`src/hdl/cke_pkg.sv`:
```
// Shared types and codes for the combo key expander.
package cke_pkg;

  typedef enum logic [1:0] {
    FUNC_KEY_EVENT  = 2'd0,
    FUNC_WR_TRIGGER = 2'd1,
    FUNC_WR_LENGTH  = 2'd2,
    FUNC_WR_SEQ_KEY = 2'd3
  } func_t;

  localparam logic [1:0] REG_COMBO_COUNT   = 2'd0;
  localparam logic [1:0] REG_MAC_MODE      = 2'd1;
  localparam logic [1:0] REG_MAC_EXEMPT    = 2'd2;

  typedef struct packed {
    func_t       func;
    logic [15:0] key_id;
    logic        pressed;
    logic [3:0]  combo_slot;
    logic [2:0]  seq_pos;
    logic [3:0]  seq_len;
  } item_t;

  typedef struct packed {
    logic [15:0] out_key_id;
    logic        out_pressed;
    logic        generated;
    logic        last;
  } result_t;

  typedef struct packed {
    logic [4:0]  combo_count;
    logic        mac_mode;
    logic [15:0] mac_exempt_key;
  } cfg_t;

endpackage

```
`src/hdl/cke_ram.sv`:
```
// Generic simple dual-port RAM with registered read.
module cke_ram #(
  parameter int WIDTH = 16,
  parameter int DEPTH = 16
) (
  input  logic                                         clk,
  input  logic                                         we,
  input  logic [((DEPTH > 1) ? $clog2(DEPTH) : 1)-1:0] waddr,
  input  logic [WIDTH-1:0]                             wdata,
  input  logic [((DEPTH > 1) ? $clog2(DEPTH) : 1)-1:0] raddr,
  output logic [WIDTH-1:0]                             rdata
);

  logic [WIDTH-1:0] mem [DEPTH];

  always_ff @(posedge clk) begin
    if (we) begin
      mem[waddr] <= wdata;
    end
    rdata <= mem[raddr];
  end

endmodule

```
`src/hdl/cke_regs.sv`:
```
// APB configuration registers of the combo key expander.
module cke_regs
  import cke_pkg::*;
(
  input  logic        clk,
  input  logic        rst,
  input  logic        psel,
  input  logic        penable,
  input  logic        pwrite,
  input  logic [3:0]  paddr,
  input  logic [31:0] pwdata,
  output logic [31:0] prdata,
  output cfg_t        cfg
);

  logic wr_en;

  assign wr_en = psel && penable && pwrite;

  always_ff @(posedge clk) begin
    if (rst) begin
      cfg <= '0;
    end else if (wr_en) begin
      case (paddr[3:2])
        REG_COMBO_COUNT: cfg.combo_count    <= pwdata[4:0];
        REG_MAC_MODE:    cfg.mac_mode       <= pwdata[0];
        REG_MAC_EXEMPT:  cfg.mac_exempt_key <= pwdata[15:0];
        default: ;
      endcase
    end
  end

  always_comb begin
    case (paddr[3:2])
      REG_COMBO_COUNT: prdata = {27'd0, cfg.combo_count};
      REG_MAC_MODE:    prdata = {31'd0, cfg.mac_mode};
      REG_MAC_EXEMPT:  prdata = {16'd0, cfg.mac_exempt_key};
      default:         prdata = 32'd0;
    endcase
  end

endmodule

```
`src/hdl/cke_ctrl.sv`:
```
// Table storage, binary search sequencer and sequence emitter.
module cke_ctrl
  import cke_pkg::*;
#(
  parameter int NUM_COMBOS = 16,
  parameter int MAX_SEQ    = 8
) (
  input  logic    clk,
  input  logic    rst,
  input  logic    start,
  input  item_t   item,
  input  cfg_t    cfg,
  output logic    busy,
  output logic    emit,
  output result_t emit_data
);

  localparam int IW  = (NUM_COMBOS > 1) ? $clog2(NUM_COMBOS) : 1;
  localparam int CW  = $clog2(NUM_COMBOS + 1);
  localparam int SD  = NUM_COMBOS * MAX_SEQ;
  localparam int SAW = (SD > 1) ? $clog2(SD) : 1;
  localparam int PW  = (MAX_SEQ > 1) ? $clog2(MAX_SEQ) : 1;
  localparam int LW  = $clog2(MAX_SEQ + 1);

  typedef enum logic [6:0] {
    S_IDLE   = 7'b0000001,
    S_SEARCH = 7'b0000010,
    S_CMP    = 7'b0000100,
    S_LEN    = 7'b0001000,
    S_FETCH  = 7'b0010000,
    S_EMIT   = 7'b0100000,
    S_PASS   = 7'b1000000
  } state_t;

  state_t         state, state_next;
  logic [CW-1:0]  lo, lo_next, hend, hend_next;
  logic [IW-1:0]  mid, mid_next;
  logic [15:0]    key, key_next;
  logic           pressed, pressed_next;
  logic [LW-1:0]  seq_n, seq_n_next, rem, rem_next;
  logic [PW-1:0]  rd_i, rd_i_next;

  logic           accept, slot_ok, pos_ok;
  logic [CW-1:0]  n_trig;
  logic [CW:0]    mid_sum;
  logic [IW-1:0]  mid_c;
  logic [IW-1:0]  wslot;
  logic [LW-1:0]  len_clamp, pos_l;
  logic [SAW-1:0] seq_waddr, seq_raddr;
  logic [15:0]    trig_rdata, seq_rdata;
  logic [3:0]     len_rdata;

  assign accept  = start && !busy;
  assign busy    = (state != S_IDLE);
  assign slot_ok = int'(item.combo_slot) < NUM_COMBOS;
  assign pos_ok  = int'(item.seq_pos) < MAX_SEQ;
  assign wslot   = IW'(item.combo_slot);
  assign seq_waddr = SAW'(wslot) * SAW'(MAX_SEQ) + SAW'(item.seq_pos);

  assign n_trig  = (int'(cfg.combo_count) > NUM_COMBOS) ? CW'(NUM_COMBOS)
                                                          : CW'(cfg.combo_count);
  // Middle of the live window, rounded down; hend is one past the last entry.
  assign mid_sum = {1'b0, lo} + {1'b0, hend} - (CW + 1)'(1);
  assign mid_c   = IW'(mid_sum[CW:1]);

  assign len_clamp = (int'(len_rdata) > MAX_SEQ) ? LW'(MAX_SEQ) : LW'(len_rdata);
  // Press walks the sequence forward, release walks it backward.
  assign pos_l     = pressed ? LW'(rd_i) : (seq_n - LW'(1) - LW'(rd_i));
  assign seq_raddr = SAW'(mid) * SAW'(MAX_SEQ) + SAW'(pos_l);

  cke_ram #(.WIDTH(16), .DEPTH(NUM_COMBOS)) u_trig_ram (
    .clk   (clk),
    .we    (accept && item.func == FUNC_WR_TRIGGER && slot_ok),
    .waddr (wslot),
    .wdata (item.key_id),
    .raddr (mid_c),
    .rdata (trig_rdata)
  );

  cke_ram #(.WIDTH(4), .DEPTH(NUM_COMBOS)) u_len_ram (
    .clk   (clk),
    .we    (accept && item.func == FUNC_WR_LENGTH && slot_ok),
    .waddr (wslot),
    .wdata (item.seq_len),
    .raddr (mid),
    .rdata (len_rdata)
  );

  cke_ram #(.WIDTH(16), .DEPTH(SD)) u_seq_ram (
    .clk   (clk),
    .we    (accept && item.func == FUNC_WR_SEQ_KEY && slot_ok && pos_ok),
    .waddr (seq_waddr),
    .wdata (item.key_id),
    .raddr (seq_raddr),
    .rdata (seq_rdata)
  );

  always_comb begin
    state_next   = state;
    lo_next      = lo;
    hend_next    = hend;
    mid_next     = mid;
    key_next     = key;
    pressed_next = pressed;
    seq_n_next   = seq_n;
    rem_next     = rem;
    rd_i_next    = rd_i;
    emit         = 1'b0;
    emit_data    = '0;
    case (state)
      S_IDLE: begin
        if (accept && item.func == FUNC_KEY_EVENT) begin
          key_next     = item.key_id;
          pressed_next = item.pressed;
          lo_next      = '0;
          hend_next    = n_trig;
          if (cfg.mac_mode && item.key_id == cfg.mac_exempt_key) begin
            state_next = S_PASS;
          end else begin
            state_next = S_SEARCH;
          end
        end
      end
      S_SEARCH: begin
        if (lo >= hend) begin
          state_next = S_PASS;
        end else begin
          mid_next   = mid_c;
          state_next = S_CMP;
        end
      end
      S_CMP: begin
        if (key == trig_rdata) begin
          state_next = S_LEN;
        end else if (key < trig_rdata) begin
          hend_next  = CW'(mid);
          state_next = S_SEARCH;
        end else begin
          lo_next    = CW'(mid) + CW'(1);
          state_next = S_SEARCH;
        end
      end
      S_LEN: begin
        seq_n_next = len_clamp;
        rem_next   = len_clamp;
        rd_i_next  = '0;
        state_next = (len_clamp == '0) ? S_IDLE : S_FETCH;
      end
      S_FETCH: begin
        rd_i_next  = rd_i + PW'(1);
        state_next = S_EMIT;
      end
      S_EMIT: begin
        emit                  = 1'b1;
        emit_data.out_key_id  = seq_rdata;
        emit_data.out_pressed = pressed;
        emit_data.generated   = 1'b1;
        emit_data.last        = (rem == LW'(1));
        rd_i_next             = rd_i + PW'(1);
        rem_next              = rem - LW'(1);
        if (rem == LW'(1)) begin
          state_next = S_IDLE;
        end
      end
      S_PASS: begin
        emit                  = 1'b1;
        emit_data.out_key_id  = key;
        emit_data.out_pressed = pressed;
        emit_data.generated   = 1'b0;
        emit_data.last        = 1'b1;
        state_next            = S_IDLE;
      end
      default: begin
        state_next = S_IDLE;
      end
    endcase
  end

  always_ff @(posedge clk) begin
    if (rst) begin
      state <= S_IDLE;
    end else begin
      state <= state_next;
    end
    lo      <= lo_next;
    hend    <= hend_next;
    mid     <= mid_next;
    key     <= key_next;
    pressed <= pressed_next;
    seq_n   <= seq_n_next;
    rem     <= rem_next;
    rd_i    <= rd_i_next;
  end

endmodule

```
`src/hdl/combo_key_expander.sv`:
```
// Top level of the combo key expander: registers, sequencer and result register.
//
//   channel   signals                                  direction  transfer
//   item      start, busy, item                        in         start && !busy
//   result    strobe, result                           out        strobe, one cycle
//   config    psel, penable, pwrite, paddr, pwdata,    in/out     psel && penable
//             prdata, pready                                      && pwrite
//
// A table write finishes in the cycle it is accepted; busy stays low.
// A key event runs a binary search on one shared compare unit: each probe is a
// trigger RAM read followed by a compare, at most floor(log2(NUM_COMBOS))+1 probes.
// A match then reads the length, primes the sequence RAM read and emits the keys
// one by one; results leave from the output register in the cycle after they are
// emitted.
// Reset (rst, synchronous) clears the sequencer and the registers; the table
// memories are not cleared and must be written before use. Results cannot be
// stalled: each transaction is shown for exactly one cycle.
module combo_key_expander
  import cke_pkg::*;
#(
  parameter int NUM_COMBOS = 16,
  parameter int MAX_SEQ    = 8
) (
  input  logic        clk,
  input  logic        rst,
  input  logic        start,
  input  item_t       item,
  output logic        busy,
  output logic        strobe,
  output result_t     result,
  input  logic        psel,
  input  logic        penable,
  input  logic        pwrite,
  input  logic [3:0]  paddr,
  input  logic [31:0] pwdata,
  output logic [31:0] prdata,
  output logic        pready
);

  cfg_t    cfg;
  logic    emit;
  result_t emit_data;

  // Always ready, so an access is never extended.
  assign pready = 1'b1;

  cke_regs u_regs (
    .clk     (clk),
    .rst     (rst),
    .psel    (psel),
    .penable (penable),
    .pwrite  (pwrite),
    .paddr   (paddr),
    .pwdata  (pwdata),
    .prdata  (prdata),
    .cfg     (cfg)
  );

  cke_ctrl #(.NUM_COMBOS(NUM_COMBOS), .MAX_SEQ(MAX_SEQ)) u_ctrl (
    .clk       (clk),
    .rst       (rst),
    .start     (start),
    .item      (item),
    .cfg       (cfg),
    .busy      (busy),
    .emit      (emit),
    .emit_data (emit_data)
  );

  // Hold each result for one cycle in the output register; the strobe follows emit.
  always_ff @(posedge clk) begin
    if (rst) begin
      strobe <= 1'b0;
    end else begin
      strobe <= emit;
    end
    result <= emit_data;
  end

endmodule

```
`config.mk`:
```
export PLATFORM = sky130hd
export DESIGN_NAME = combo_key_expander
export DESIGN_NICKNAME = d
export VERILOG_FILES = /design/src/hdl/cke_pkg.sv /design/src/hdl/cke_ram.sv /design/src/hdl/cke_regs.sv /design/src/hdl/cke_ctrl.sv /design/src/hdl/combo_key_expander.sv
export SDC_FILE = /design/constraint.sdc
export NUM_CORES = 2
export LEC_CHECK = 0
export BUFFER_PORTS_ARGS = -buffer_cell sky130_fd_sc_hd__buf_2
export CAP_MARGIN = 0
export CELL_PAD_IN_SITES_DETAIL_PLACEMENT = 1
export CELL_PAD_IN_SITES_GLOBAL_PLACEMENT = 1
export CORE_MARGIN = 5
export CORE_UTILIZATION = 40
export DETAILED_ROUTE_END_ITERATION = 8
export PLACE_DENSITY_LB_ADDON = 0.1
export SYNTH_ARGS = -nofsm -noshare
export SYNTH_HDL_FRONTEND = slang
export SYNTH_SLANG_ARGS = --single-unit
```
`constraint.sdc`:
```
create_clock -name clk -period 3.6 [get_ports clk]
set_input_delay 0.72 -clock clk [delete_from_list [all_inputs] [get_ports clk]]
set_output_delay 0.72 -clock clk [all_outputs]
set_load 0.01 [all_outputs]
```
==> results.md <==
- Status: complete, but fails checks
- Violated checks: setup timing
- CP Depth: 15
- Measured slew at the worst slew-check pin: 1120 ps
- CP Capture Point: u_ctrl.u_seq_ram.rdata[0]
- Final Cycle Share: 103%
- Clock transition at path regs: 60 ps
- Finished Layout Cells: 8377
- I/O pin total: 126
- Max FO, Critical Path: 14
- Initial antenna violation count: 22
- Largest area contributor in the netlist: edfxtp_1
- Final HPWL DP: 166000 um
- Share of cells above drive strength 1: 35.7%
- Post-Synthesis Cells: 4298
- Synth unique cells: 59
- Leak Pwr: 37.2 nW
- CP Buf/Inv Count: 7
- Final TNS setup: -679 ps
- Worst path slowest cell: mux4_2
- CP Launch Point: u_ctrl.rd_i[0]
- Largest net degree at the start of global routing: 145
- Core area: 240000 um^2
- First DRT Iteration DRCs: 4324
- Min-Delay Path Class: in2reg
- First-pass GRT wire length: 383000 um
- Clock Skews: 57.1 ps
- Yosys reg bits: 2495
- Final Hold Vio Count: 0
- RSZ-0062 raised after global routing: true
- Core Rows: 180
- Overflow after GRT: 0
- Hold depth: 3
- Syn avg cell area: 22.4 um^2
- Vias in the first global route: 49600
- CP endpoint kind: register
- Total Wirelength: 271000 um
- Relative slew slack: 25.1%
- Port bufs: 90
- Die area: 250000 um^2
- Crit Reg-Reg Endpoint: u_ctrl.u_seq_ram.rdata[0]
- Slew Viols, Final: 0
- Worst vdd ir: 0.000776 V
- Synth top area share: 75.2%
- Drt wl/cell: 32.4 um
- PwrDens: 564 nW/um^2
- Top cells by area, synth: edfxtp_1 (75%), mux4_2 (16%), dfxtp_1 (1.8%)
- R2R Setup Slk: -90 ps
- Post-synth ARST share: 0%
- Crit-path leading delay family: buffers and inverters
- Final setup fails: 12
- Min Tclk post-route: 3690 ps
- Worst-Skew Late Latency: 930 ps
- Fin worst setup slack: -92.8 ps
- Nets: 5088
- Nature of the critical path startpoint: register
- Max Clk Rate: 0.271 GHz
- Post-synth EDFFs: 2410
- Vias/cell: 5.62
- Synth Cell Area: 96200 um^2
- Place WS: -527 ps
- GP Congestion: 0.767
- Clock Sinks: 2495
- # DRC: 0
- Cell Chain, Critical Path: inv_1 -> ha_2 -> inv_2 -> fa_1 -> o21ai_4 -> buf_12 -> buf_16 -> buf_12 -> buf_8 -> mux4_2 -> mux4_2 -> nor2b_1 -> a31oi_1 -> buf_4 -> o211ai_1
- Yosys warns: 0
- Max_cap viols: 0
- Initial Util: 40.1%
- Htree depth: 5
- FF-to-FF path depth: 15
- Drt pass-1 iters: 7
- Total GRT Usage: 21.6%
- Top_reg_cell synth: edfxtp_1
- CP max stage delay: 590 ps
- Placed Cells: 7822
- DR vias: 47000
- Die span in y: 500 um
- Sequential-to-total area share from yosys stat: 77.0%
- Setup Crit Path Kind: reg2reg
- Critical Path AT: 4480 ps
- Cts bufs inserted: 289
- CTS tree: done
- Clock Path Buffers: 4
- Critical R2R Launch: u_ctrl.rd_i[0]
- Root Driver: clkbuf_16
- Layout area overhead: 19.4%
- Die Span X: 500 um
- ANT nets after route: 0
- Crit path required time: 4380 ps
==> routing by layer <==
| layer | wire [um] | up-vias | GRT usage (%) |
|---|---|---|---|
| met5 | 42 | - | 0 |
| met4 | 5700 | 8 | 5.01 |
| met3 | 14800 | 335 | 3.76 |
| met2 | 134000 | 1247 | 35.8 |
| met1 | 116000 | 26100 | 30.0 |
| li1 | - | 19400 | - |
==> synthesized netlist by cell type, drive strengths merged (4+ instances only) <==
| master | n |
|---|---|
| dfxtp | 85 |
| a21oi | 65 |
| buf | 128 |
| and2 | 14 |
| nand3 | 31 |
| o21a | 5 |
| a21o | 7 |
| o21ai | 21 |
| nand4b | 4 |
| xnor2 | 28 |
| nor3 | 7 |
| nor2 | 206 |
| nor2b | 44 |
| clkbuf | 115 |
| o211ai | 7 |
| edfxtp | 2410 |
| nand4 | 15 |
| o22ai | 7 |
| nand2 | 98 |
| inv | 50 |
| mux4 | 701 |
| mux2i | 70 |
| ha | 37 |
| a221oi | 9 |
| a211oi | 25 |
| nor3b | 4 |
| a22o | 16 |
| nand3b | 9 |
| o311ai | 4 |
| a31oi | 15 |
| and3 | 24 |
==> area by class of cell <==
type,count,area (um^2)
fill,21500,125000
sequential,2495,74100
multi-input combinational,1523,21400
clock buffer,380,7800
timing repair buffer,616,6520
tap,3185,3990
clock inverter,109,801
inverter,52,195
antenna,17,42.5
==> worst min-delay path by stage <==
stage / start / end
2_1_floorplan: u_ctrl.u_seq_ram.rdata[7] / result[10]
3_3_place_gp: u_regs.cfg[6] / u_regs.cfg[6]
3_5_place_dp: u_regs.cfg[6] / u_regs.cfg[6]
4_1_cts: pwdata[12] / u_regs.cfg[12]
5_1_grt: pwdata[12] / u_regs.cfg[12]
6_report: pwdata[9] / u_regs.cfg[9]
==> cells in the final DEF, fill, tap and decap left out, types with 9 or more instances in the layout <==
master	instances
a211oi_1	22
a21oi_1	58
a221oi_1	9
a22o_1	16
a31oi_1	14
and2_1	14
and3_1	16
buf_12	119
buf_16	15
buf_2	74
buf_4	359
buf_6	29
bufinv_16	11
clkbuf_1	76
clkbuf_16	301
clkinv_1	53
clkinv_2	37
conb_1	17
dfxtp_1	85
diode_2	17
edfxtp_1	2410
ha_1	34
inv_1	49
mux2i_1	69
mux4_2	701
nand2_1	86
nand3_1	26
nand3b_1	9
nand4_1	15
nor2_1	95
nor2_2	109
nor2b_1	39
o21ai_0	15
xnor2_1	25
==> through the flow <==
stage	utilization, %	power [mW]	instance area, um^2	hold slack (ps)
after floorplan	-	35.6	96300	420
after global placement	43.7	38.2	105000	468
after detailed placement	43.7	38.3	105000	474
after CTS	47.7	65.6	115000	2.20
after global routing	47.8	67.2	115000	41.5
final	47.8	64.8	115000	88.1
==> power breakdown <==
| part | internal, mW | switching (mW) |
|---|---|---|
| combinational | 2.37 | 3.15 |
| sequential | 32.0 | 0.120 |
| clock | 15.9 | 11.2 |
==> sequential cells by signal, indices dropped and copies added (netlist names), 4 cells and up <==
register	count
result	19
u_ctrl.hend	5
u_ctrl.key	16
u_ctrl.lo	5
u_ctrl.mid	4
u_ctrl.rem	4
u_ctrl.seq_n	4
u_ctrl.state	7
u_ctrl.u_len_ram.mem	64
u_ctrl.u_len_ram.rdata	4
u_ctrl.u_seq_ram.mem	2048
u_ctrl.u_seq_ram.rdata	16
u_ctrl.u_trig_ram.mem	256
u_ctrl.u_trig_ram.rdata	16
u_regs.cfg	22
==> cells by family (layout without fill, tap and decap cells) <==
kind of cell	Yosys count	in the layout	share of synthesized area, %
mux	773	773	17.2
xor+xnor	30	30	0.273
buf+inv	295	1157	1.47
flops	2495	2495	77.0
other cells	2	34	0.00781
simple gates	468	468	2.24
compound gates	196	196	1.33
fa+ha+maj	39	39	0.523
==> timing repair <==
action                                  in CTS  in global routing
pin swaps                                   20                  4
setup buffers                               26                  4
endpoints found under the setup margin      16                 16
gates resized for setup                     84                 35
cloned                                       9                  5
endpoints found under the hold margin        8                  0
hold buffers                                 8                  0
==> worst min-delay path, cell delays in order <==
cell     delay (ps)
buf_2           100
nand2_1          50
a21oi_1          60
No activity file was read; power rests on OpenSTA's default activity.
